**src/hrms_pkg.sv**
```systemverilog
package hrms_pkg;

  // Fixed field widths
  localparam int RATE_W   = 16;
  localparam int SMOOTH_W = 24;
  localparam int CNT_W    = 8;
  localparam int BIT_W    = 4;
  localparam int CFG_IDX_W = 3;

  // Register reset values
  localparam logic [RATE_W-1:0] GATE_LOW_RST   = 16'd8960;
  localparam logic [RATE_W-1:0] GATE_HIGH_RST  = 16'd46080;
  localparam logic [RATE_W-1:0] STEP_LIMIT_RST = 16'd384;
  localparam logic [RATE_W-1:0] GAIN_RST       = 16'd9830;
  localparam logic [RATE_W-1:0] LOW_LEVEL_RST  = 16'd12800;
  localparam logic [RATE_W-1:0] HIGH_LEVEL_RST = 16'd30720;
  localparam logic [CNT_W-1:0]  DEBOUNCE_RST   = 8'd8;

  // Configuration register indexes
  typedef enum logic [CFG_IDX_W-1:0] {
    REG_GATE_LOW        = 3'd0,
    REG_GATE_HIGH       = 3'd1,
    REG_STEP_LIMIT      = 3'd2,
    REG_SMOOTHING_GAIN  = 3'd3,
    REG_LOW_RATE_LEVEL  = 3'd4,
    REG_HIGH_RATE_LEVEL = 3'd5,
    REG_DEBOUNCE_LIMIT  = 3'd6
  } cfg_reg_t;

  // Output status codes
  typedef enum logic [2:0] {
    ST_WAITING     = 3'd0,
    ST_LOW         = 3'd1,
    ST_HIGH        = 3'd2,
    ST_NORMAL      = 3'd3,
    ST_LEAD_FAULT  = 3'd4
  } rate_status_t;

  // Controller states
  typedef enum logic [2:0] {
    S_IDLE,
    S_EVAL,
    S_SINIT,
    S_SEL,
    S_DIFF,
    S_MUL,
    S_UPD,
    S_DONE
  } state_t;

  // Controller to datapath
  typedef struct packed {
    logic ld_item;
    logic step_db;
    logic clr_filt;
    logic wr_hist;
    logic sel_init;
    logic sel_step;
    logic calc_diff;
    logic calc_mul;
    logic calc_upd;
    logic ld_out;
  } cmd_t;

  // Datapath to controller
  typedef struct packed {
    logic is_clear;
    logic off_step;
    logic rate_ok;
    logic sel_last;
  } sts_t;

endpackage

```
**src/hrms_ctrl.sv**
```systemverilog
module hrms_ctrl (
  input  logic              clk,
  input  logic              rst_n,
  input  logic              in_valid,
  output logic              in_ready,
  input  logic              out_ready,
  output logic              out_valid,
  input  hrms_pkg::sts_t    sts,
  output hrms_pkg::cmd_t    cmd
);

  hrms_pkg::state_t state_r, state_nxt;
  logic             out_valid_r, out_valid_nxt;

  // State and output-valid registers
  always_ff @(posedge clk) begin
    if (!rst_n) begin
      state_r     <= hrms_pkg::S_IDLE;
      out_valid_r <= 1'b0;
    end else begin
      state_r     <= state_nxt;
      out_valid_r <= out_valid_nxt;
    end
  end

  // Next state and commands
  always_comb begin
    state_nxt = state_r;
    cmd       = '0;
    in_ready  = 1'b0;
    case (state_r)
      hrms_pkg::S_IDLE: begin
        in_ready = 1'b1;
        if (in_valid) begin
          cmd.ld_item = 1'b1;
          state_nxt   = hrms_pkg::S_EVAL;
        end
      end
      hrms_pkg::S_EVAL: begin
        if (sts.is_clear) begin
          cmd.clr_filt = 1'b1;
          state_nxt    = hrms_pkg::S_DONE;
        end else begin
          cmd.step_db = 1'b1;
          if (sts.off_step) begin
            cmd.clr_filt = 1'b1;
            state_nxt    = hrms_pkg::S_DONE;
          end else if (sts.rate_ok) begin
            cmd.wr_hist = 1'b1;
            state_nxt   = hrms_pkg::S_SINIT;
          end else begin
            state_nxt = hrms_pkg::S_DONE;
          end
        end
      end
      hrms_pkg::S_SINIT: begin
        cmd.sel_init = 1'b1;
        state_nxt    = hrms_pkg::S_SEL;
      end
      hrms_pkg::S_SEL: begin
        cmd.sel_step = 1'b1;
        if (sts.sel_last) state_nxt = hrms_pkg::S_DIFF;
      end
      hrms_pkg::S_DIFF: begin
        cmd.calc_diff = 1'b1;
        state_nxt     = hrms_pkg::S_MUL;
      end
      hrms_pkg::S_MUL: begin
        cmd.calc_mul = 1'b1;
        state_nxt    = hrms_pkg::S_UPD;
      end
      hrms_pkg::S_UPD: begin
        cmd.calc_upd = 1'b1;
        state_nxt    = hrms_pkg::S_DONE;
      end
      hrms_pkg::S_DONE: begin
        // wait for the output register to free up
        if (!out_valid_r || out_ready) begin
          cmd.ld_out = 1'b1;
          state_nxt  = hrms_pkg::S_IDLE;
        end
      end
      default: state_nxt = hrms_pkg::S_IDLE;
    endcase

    if (cmd.ld_out)      out_valid_nxt = 1'b1;
    else if (out_ready)  out_valid_nxt = 1'b0;
    else                 out_valid_nxt = out_valid_r;
  end

  assign out_valid = out_valid_r;

endmodule

```
**src/hrms_dp.sv**
```systemverilog
module hrms_dp #(
  parameter int HISTORY_DEPTH = 8
) (
  input  logic                               clk,
  input  logic                               rst_n,
  input  logic                               cfg_we,
  input  logic [hrms_pkg::CFG_IDX_W-1:0]     cfg_index,
  input  logic [hrms_pkg::RATE_W-1:0]        cfg_wdata,
  input  logic                               in_func,
  input  logic                               in_lead_off_pin,
  input  logic [hrms_pkg::RATE_W-1:0]        in_beat_rate,
  input  hrms_pkg::cmd_t                     cmd,
  output hrms_pkg::sts_t                     sts,
  output logic [hrms_pkg::RATE_W-1:0]        out_rate_out,
  output logic [2:0]                         out_rate_status,
  output logic                               out_lead_fault
);

  localparam int FW = $clog2(HISTORY_DEPTH + 1);
  localparam int SW = (HISTORY_DEPTH > 1) ? $clog2(HISTORY_DEPTH) : 1;
  localparam logic [FW-1:0] FILL_MAX  = FW'(HISTORY_DEPTH);
  localparam logic [SW-1:0] SLOT_LAST = SW'(HISTORY_DEPTH - 1);
  localparam int RW = hrms_pkg::RATE_W;
  localparam int MW = hrms_pkg::SMOOTH_W;
  localparam int DW = MW + 2;            // signed difference
  localparam int PW = DW + RW + 1;       // signed product
  localparam int IW = PW - RW;           // increment after floor shift

  // Configuration registers
  logic [RW-1:0] gate_low_r, gate_high_r, step_limit_r, gain_r;
  logic [RW-1:0] low_level_r, high_level_r;
  logic [hrms_pkg::CNT_W-1:0] db_limit_r;

  always_ff @(posedge clk) begin
    if (!rst_n) begin
      gate_low_r   <= hrms_pkg::GATE_LOW_RST;
      gate_high_r  <= hrms_pkg::GATE_HIGH_RST;
      step_limit_r <= hrms_pkg::STEP_LIMIT_RST;
      gain_r       <= hrms_pkg::GAIN_RST;
      low_level_r  <= hrms_pkg::LOW_LEVEL_RST;
      high_level_r <= hrms_pkg::HIGH_LEVEL_RST;
      db_limit_r   <= hrms_pkg::DEBOUNCE_RST;
    end else if (cfg_we) begin
      case (cfg_index)
        hrms_pkg::REG_GATE_LOW:        gate_low_r   <= cfg_wdata;
        hrms_pkg::REG_GATE_HIGH:       gate_high_r  <= cfg_wdata;
        hrms_pkg::REG_STEP_LIMIT:      step_limit_r <= cfg_wdata;
        hrms_pkg::REG_SMOOTHING_GAIN:  gain_r       <= cfg_wdata;
        hrms_pkg::REG_LOW_RATE_LEVEL:  low_level_r  <= cfg_wdata;
        hrms_pkg::REG_HIGH_RATE_LEVEL: high_level_r <= cfg_wdata;
        hrms_pkg::REG_DEBOUNCE_LIMIT:  db_limit_r   <= cfg_wdata[hrms_pkg::CNT_W-1:0];
        default: ;
      endcase
    end
  end

  // Captured input beat
  logic          func_r, pin_r;
  logic [RW-1:0] rate_r;

  always_ff @(posedge clk) begin
    if (cmd.ld_item) begin
      func_r <= in_func;
      pin_r  <= in_lead_off_pin;
      rate_r <= in_beat_rate;
    end
  end

  // Leads-off debounce counter, saturating at the limit and at zero
  logic [hrms_pkg::CNT_W-1:0] cnt_r, cnt_step;

  always_comb begin
    cnt_step = cnt_r;
    if (pin_r) begin
      if (cnt_r < db_limit_r) cnt_step = cnt_r + 1'b1;
    end else if (cnt_r != '0) begin
      cnt_step = cnt_r - 1'b1;
    end
  end

  always_ff @(posedge clk) begin
    if (!rst_n)           cnt_r <= '0;
    else if (cmd.step_db) cnt_r <= cnt_step;
  end

  assign sts.is_clear = func_r;
  assign sts.off_step = (cnt_step >= db_limit_r);
  assign sts.rate_ok  = (rate_r != '0) && (rate_r >= gate_low_r) && (rate_r <= gate_high_r);

  // Rate history ring; only the first fill_r lanes are ever read
  logic [RW-1:0] hist_r [HISTORY_DEPTH];
  logic [SW-1:0] slot_r;
  logic [FW-1:0] fill_r;

  always_ff @(posedge clk) begin
    if (cmd.wr_hist) hist_r[slot_r] <= rate_r;
  end

  always_ff @(posedge clk) begin
    if (!rst_n || cmd.clr_filt) begin
      slot_r <= '0;
      fill_r <= '0;
    end else if (cmd.wr_hist) begin
      slot_r <= (slot_r == SLOT_LAST) ? '0 : slot_r + 1'b1;
      if (fill_r != FILL_MAX) fill_r <= fill_r + 1'b1;
    end
  end

  // Median by bitwise rank select, MSB first, one bit per cycle
  logic [HISTORY_DEPTH-1:0] cand_r, plane, zmask;
  logic [FW-1:0]            k_r, zeros;
  logic [hrms_pkg::BIT_W-1:0] bit_r;
  logic [RW-1:0]            med_r;

  always_comb begin
    zeros = '0;
    for (int i = 0; i < HISTORY_DEPTH; i++) begin
      plane[i] = hist_r[i][bit_r];
      zmask[i] = cand_r[i] & ~plane[i];
      zeros    = zeros + FW'(zmask[i]);
    end
  end

  always_ff @(posedge clk) begin
    if (cmd.sel_init) begin
      for (int i = 0; i < HISTORY_DEPTH; i++) begin
        cand_r[i] <= (FW'(i) < fill_r);
      end
      k_r   <= fill_r >> 1;
      bit_r <= hrms_pkg::BIT_W'(RW - 1);
    end else if (cmd.sel_step) begin
      if (k_r < zeros) begin
        cand_r       <= zmask;
        med_r[bit_r] <= 1'b0;
      end else begin
        cand_r       <= cand_r & plane;
        k_r          <= k_r - zeros;
        med_r[bit_r] <= 1'b1;
      end
      bit_r <= bit_r - 1'b1;
    end
  end

  assign sts.sel_last = (bit_r == '0);

  // Clamped difference, product, then floored update
  logic [MW-1:0]        sm_r;
  logic                 primed_r;
  logic signed [DW-1:0] diff_w, lim_w, diff_r;
  logic signed [PW-1:0] prod_w, prod_r;
  logic signed [IW-1:0] inc_w;
  logic signed [MW+3:0] sum_w;
  logic [MW-1:0]        sm_upd;

  always_comb begin
    diff_w = $signed({2'b00, med_r, 8'h00}) - $signed({2'b00, sm_r});
    lim_w  = $signed({2'b00, step_limit_r, 8'h00});
    if (diff_w > lim_w)       diff_w = lim_w;
    else if (diff_w < -lim_w) diff_w = -lim_w;
  end

  assign prod_w = diff_r * $signed({1'b0, gain_r});
  assign inc_w  = prod_r[PW-1:RW];

  always_comb begin
    sum_w = $signed({4'b0000, sm_r}) + $signed({{(MW+4-IW){inc_w[IW-1]}}, inc_w});
    if (sum_w[MW+3])               sm_upd = '0;
    else if (sum_w[MW+2:MW] != '0) sm_upd = '1;
    else                           sm_upd = sum_w[MW-1:0];
  end

  always_ff @(posedge clk) begin
    if (cmd.calc_diff) diff_r <= diff_w;
    if (cmd.calc_mul)  prod_r <= prod_w;
  end

  always_ff @(posedge clk) begin
    if (!rst_n || cmd.clr_filt) begin
      sm_r     <= '0;
      primed_r <= 1'b0;
    end else if (cmd.calc_upd) begin
      primed_r <= 1'b1;
      sm_r     <= primed_r ? sm_upd : {med_r, 8'h00};
    end
  end

  // Result register
  logic [RW-1:0] rate_q;
  logic          off_now;
  logic [2:0]    status_w;

  assign rate_q  = sm_r[MW-1:8];
  assign off_now = (cnt_r >= db_limit_r);

  always_comb begin
    if (off_now)                     status_w = hrms_pkg::ST_LEAD_FAULT;
    else if (rate_q == '0)           status_w = hrms_pkg::ST_WAITING;
    else if (rate_q < low_level_r)   status_w = hrms_pkg::ST_LOW;
    else if (rate_q > high_level_r)  status_w = hrms_pkg::ST_HIGH;
    else                             status_w = hrms_pkg::ST_NORMAL;
  end

  always_ff @(posedge clk) begin
    if (cmd.ld_out) begin
      out_rate_out    <= rate_q;
      out_rate_status <= status_w;
      out_lead_fault  <= off_now;
    end
  end

endmodule

```
**src/heart_rate_median_slew_smoother.sv**
```systemverilog
// Channel   Handshake              Payload
// in        in_valid / in_ready    in_func, in_lead_off_pin, in_beat_rate
// out       out_valid / out_ready  out_rate_out, out_rate_status, out_lead_fault
// cfg       cfg_we                 cfg_index, cfg_wdata
//
// One beat at a time. For a beat whose rate enters the history, the controller runs the
// evaluate and select setup states, the 16-step bitwise median select (one rate bit per
// cycle), then the difference, multiply, update and load stages before out_valid rises;
// other beats go from evaluate straight to load. The next beat is taken in the cycle
// after the result is loaded.
// Reset (rst_n low, synchronous) restores the register defaults and clears the filter.
// A held result does not block acceptance of the next beat, but that beat's result
// waits in the controller until the output register frees up.
module heart_rate_median_slew_smoother #(
  parameter int HISTORY_DEPTH = 8
) (
  input  logic                           clk,
  input  logic                           rst_n,
  input  logic                           in_valid,
  output logic                           in_ready,
  input  logic                           in_func,
  input  logic                           in_lead_off_pin,
  input  logic [hrms_pkg::RATE_W-1:0]    in_beat_rate,
  output logic                           out_valid,
  input  logic                           out_ready,
  output logic [hrms_pkg::RATE_W-1:0]    out_rate_out,
  output logic [2:0]                     out_rate_status,
  output logic                           out_lead_fault,
  input  logic                           cfg_we,
  input  logic [hrms_pkg::CFG_IDX_W-1:0] cfg_index,
  input  logic [hrms_pkg::RATE_W-1:0]    cfg_wdata
);

  hrms_pkg::cmd_t cmd;
  hrms_pkg::sts_t sts;

  hrms_ctrl u_ctrl (
    .clk       (clk),
    .rst_n     (rst_n),
    .in_valid  (in_valid),
    .in_ready  (in_ready),
    .out_ready (out_ready),
    .out_valid (out_valid),
    .sts       (sts),
    .cmd       (cmd)
  );

  hrms_dp #(
    .HISTORY_DEPTH (HISTORY_DEPTH)
  ) u_dp (
    .clk             (clk),
    .rst_n           (rst_n),
    .cfg_we          (cfg_we),
    .cfg_index       (cfg_index),
    .cfg_wdata       (cfg_wdata),
    .in_func         (in_func),
    .in_lead_off_pin (in_lead_off_pin),
    .in_beat_rate    (in_beat_rate),
    .cmd             (cmd),
    .sts             (sts),
    .out_rate_out    (out_rate_out),
    .out_rate_status (out_rate_status),
    .out_lead_fault  (out_lead_fault)
  );

endmodule

```
**config.mk**
```make
export PLATFORM = sky130hd
export DESIGN_NAME = heart_rate_median_slew_smoother
export DESIGN_NICKNAME = d
export VERILOG_FILES = /design/src/hrms_pkg.sv /design/src/hrms_ctrl.sv /design/src/hrms_dp.sv /design/src/heart_rate_median_slew_smoother.sv
export SDC_FILE = /design/constraint.sdc
export NUM_CORES = 2
export LEC_CHECK = 0
export BUFFER_PORTS_ARGS = -buffer_cell sky130_fd_sc_hd__buf_2
export CORE_AREA = 2 2 229 231
export CTS_CLUSTER_DIAMETER = 40
export DETAILED_ROUTE_END_ITERATION = 10
export DIE_AREA = 0 0 231 233
export HOLD_SLACK_MARGIN = 0.05
export PLACE_DENSITY = 0.87
export SETUP_SLACK_MARGIN = 0.5
export SLEW_MARGIN = 0
export SYNTH_ARGS = -nofsm -noshare
export SYNTH_HDL_FRONTEND = slang
export SYNTH_HIERARCHICAL = 1
export SYNTH_SLANG_ARGS = --single-unit
```
**constraint.sdc**
```tcl
create_clock -name clk -period 20.7 [get_ports clk]
set_clock_uncertainty 0.05 [all_clocks]
set_input_delay 4.14 -clock clk [delete_from_list [all_inputs] [get_ports clk]]
set_output_delay 4.14 -clock clk [all_outputs]
set_load 0.01 [all_outputs]
```
==> results.cfg <==
[synth]
synthMostInstantiatedCell = inv_1
syn_area_um2 = 35670
ys_seq_area_share_pct = 29.30
synth_fp_nets = 4377
synth-edff-count = 246
netlist_top_cells_count = inv_1, nand2_1, fa_1, ha_1, edfxtp_1
synth_flop_cell = edfxtp_1
synth_top_area_share_pct = 22.96
synthCells = 3649
synth_top_area_cell = fa_1
yosys-top-cells-area = fa_1, edfxtp_1, ha_1
async_flop_share_pct = 0
yosysWarnings = 6
avgSynthCellArea_um2 = 9.774
synth_seq_cells = 399
synth_cell_type_count = 79

[clock_tree]
htree_levels = 2
cts_buffers = 44
cts_hold_buf = 0
clk_pin_slew_worst_paths_ns = 0.06
cts_setup_buffers = 0
cts_sinks = 399
clockBufferDepth = 3
root_buffer = clkbuf_16
insertion_delay_ns = 0.61
cts_tree = done
cts_resized = 0

[grt]
grt_pass1_vias = 28930
grt_overflow = 0
grt_max_degree = 89
antenna_found_initial = 3
grt_usage_pct = 37.13
grt_pass1_wl_um = 154200

[setup_path]
cp.buffers_inverters = 5
crit_start = u_dp/bit_r[0]
end_kind = flip-flop
critPathLaunchType = flip-flop
worst_path_largest_cell_delay_ns = 0.85
slowest_stage = a21oi_1
cpMostUsedCell = fa_1
path_depth = 18
rrSetupSlack_ns = 13.21
critPathRequiredTime_ns = 20.96
rr_worst_depth = 18
crit_fanout = 31
critPathArrivalTime_ns = 7.74
endpoint = u_dp/k_r[2]
crit-reg2reg-launch = u_dp/bit_r[0]
reg2reg_to = u_dp/k_r[2]
crit_family = adder cells
critPathKind = reg2reg
worstPathCellList = buf_4, mux4_2, mux4_2, nor2b_1, fa_1, inv_1, fa_1, fa_1, inv_1, ha_1, fa_1, inv_1, fa_1, a21o_1, a21oi_1, inv_1, nand2_1, nand2b_1

[layout]
fin_nets = 4375
finalNonFillerCells = 4363
utilization_pct = 74.60
syn2layout_area_growth_pct = 6.872
drive_above_1_share_pct = 6.737
finish.instance_area_um2 = 38120

[floorplanning]
core_area_um2 = 51090
core.rowCount = 83
dieArea_um2 = 53820
die_w_um = 231
initial_core_util_pct = 69.81
ios = 64
chipHeight_um = 233

[place]
port_buffers = 63
dp_hpwl_um = 67200
place_area_um2 = 36560
gp_congestion = 0.9756
dp.cells = 4280

[sta]
clock.fmax_mhz = 133.6
fin_crit_ns = 7.488
post-route-period-util_pct = 36.17
hold_viol = 0
rsz0062_at_grt = no
holdWs_ns = 0.4047
slew-limit-headroom_pct = 10.15
tightest_slew_ns = 1.340
tns_ns = 0
finalMaxSlewViolations = 0
report.final.setup_viol = 0

[drt]
wl_per_cell_um = 22.15
vias = 27670
drt_iter0_drc = 3358
post_drt_via_cell_ratio = 6.342
drcViolationCount = 0
antenna_left = 0
first_pass_iters = 8
totalWireLength_um = 96630

[job]
max-cap-violations = 0

[run_status]
status = finished, final reports clean

[power]
ir_drop_mv = 0.2811
power.leakage_nw = 16.90
cellPowerDensity_nw_per_um2 = 177.7

[min_path]
hold_class = reg2reg
placed cells by master, fill, tap and decap left out, types with 8 or more instances in the layout:
cell type / netlist / layout
a211oi_1: 12 / 12
a21o_1: 78 / 78
a21oi_1: 205 / 205
a221oi_1: 13 / 13
a22oi_1: 12 / 12
a31oi_1: 20 / 20
and2_0: 8 / 8
and2_1: 201 / 201
and3_1: 17 / 17
buf_2: 8 / 63
buf_4: 2 / 35
clkbuf_16: 0 / 45
dfxtp_1: 153 / 152
edfxtp_1: 246 / 246
fa_1: 409 / 409
ha_1: 277 / 277
inv_1: 609 / 609
mux4_2: 40 / 40
nand2_1: 525 / 525
nand2b_1: 28 / 28
nand3_1: 38 / 38
nand4_1: 28 / 28
nor2_1: 126 / 125
nor2b_1: 22 / 22
nor3_1: 24 / 20
nor3b_1: 11 / 9
nor4_1: 13 / 13
o211ai_1: 24 / 24
o21a_1: 26 / 26
o21ai_0: 85 / 85
o21bai_1: 20 / 20
o221ai_1: 8 / 8
or3_1: 9 / 9
xnor2_1: 70 / 70
xor2_1: 34 / 34
worst min-delay path, delay by kind of cell, from the launching register on:
family | cells | cell delay [ns]
flops | 1 | 0.31
simple gates | 1 | 0.05
compound gates | 1 | 0.05
area by class of cell:
cell class | instances | area [um2]
antenna | 2 | 5.005
clock buffer | 53 | 1186
clock inverter | 27 | 355.3
fill | 3204 | 12980
inverter | 611 | 2293
multi-input combinational | 2492 | 22390
sequential | 399 | 10450
tap | 680 | 850.8
timing repair buffer | 99 | 589.3
state kept, by name, indices dropped and copies added (netlist names), 8 cells and up, named ones only:
register	flops
u_dp/gain_r	16
u_dp/high_level_r	16
u_dp/db_limit_r	8
u_dp/cand_r	8
u_dp/cnt_r	8
u_dp/diff_r	26
u_dp/hist_r	128
u_dp/out_rate_out	16
u_dp/prod_r	27
u_dp/low_level_r	16
u_dp/rate_r	16
u_dp/gate_high_r	16
u_dp/step_limit_r	16
u_dp/gate_low_r	16
u_dp/sm_r	24
through the flow:
stage          worst slack, ns  power [mW]
3_5_place_dp             13.42       5.704
6_report                 13.21       6.774
3_3_place_gp             13.62       5.570
2_1_floorplan            13.86       4.511
4_1_cts                  13.27       6.652
5_1_grt                  12.94       7.316
report_power, final:
group | switching, mW | internal, mW | total [mW]
registers | 0.0994 | 1.15 | 1.25
logic | 2.84 | 1.85 | 4.69
clock network | 0.359 | 0.472 | 0.831
total | 3.30 | 3.48 | 6.77
worst min path at each step:
stage / start / endpoint / cells after the start
after floorplan: u_dp/db_limit_r[1] / u_dp/db_limit_r[1] / 2
after global placement: u_dp/gate_high_r[14] / u_dp/gate_high_r[14] / 2
after detailed placement: u_dp/gate_high_r[6] / u_dp/gate_high_r[6] / 2
after CTS: u_dp/db_limit_r[1] / u_dp/db_limit_r[1] / 2
after global routing: u_dp/gate_high_r[1] / u_dp/gate_high_r[1] / 2
final: u_dp/db_limit_r[1] / u_dp/db_limit_r[1] / 2
kinds of logic (layout without fill, tap and decap cells):
family | Yosys count | after routing | share of synthesized area, %
xor gates and xnor gates | 104 | 104 | 2.554
adders and majority gates | 686 | 686 | 32.67
AOI/OAI and AO/OA | 571 | 571 | 10.20
buffers and inverters | 758 | 790 | 8.026
muxes | 49 | 49 | 2.785
DFF | 399 | 399 | 29.30
and+or+nand+nor | 1082 | 1082 | 14.46
other | 0 | 2 | 0
layer usage:
metal | GRT usage, % | wire length, um | up-vias
met5 | 0 | 13 | -
met4 | 21.75 | 6772 | 2
met3 | 7.929 | 11240 | 472
met2 | 60.40 | 44770 | 1811
met1 | 46.08 | 33830 | 13450
li1 | - | - | 11930
(Power assumes the default switching activity.)
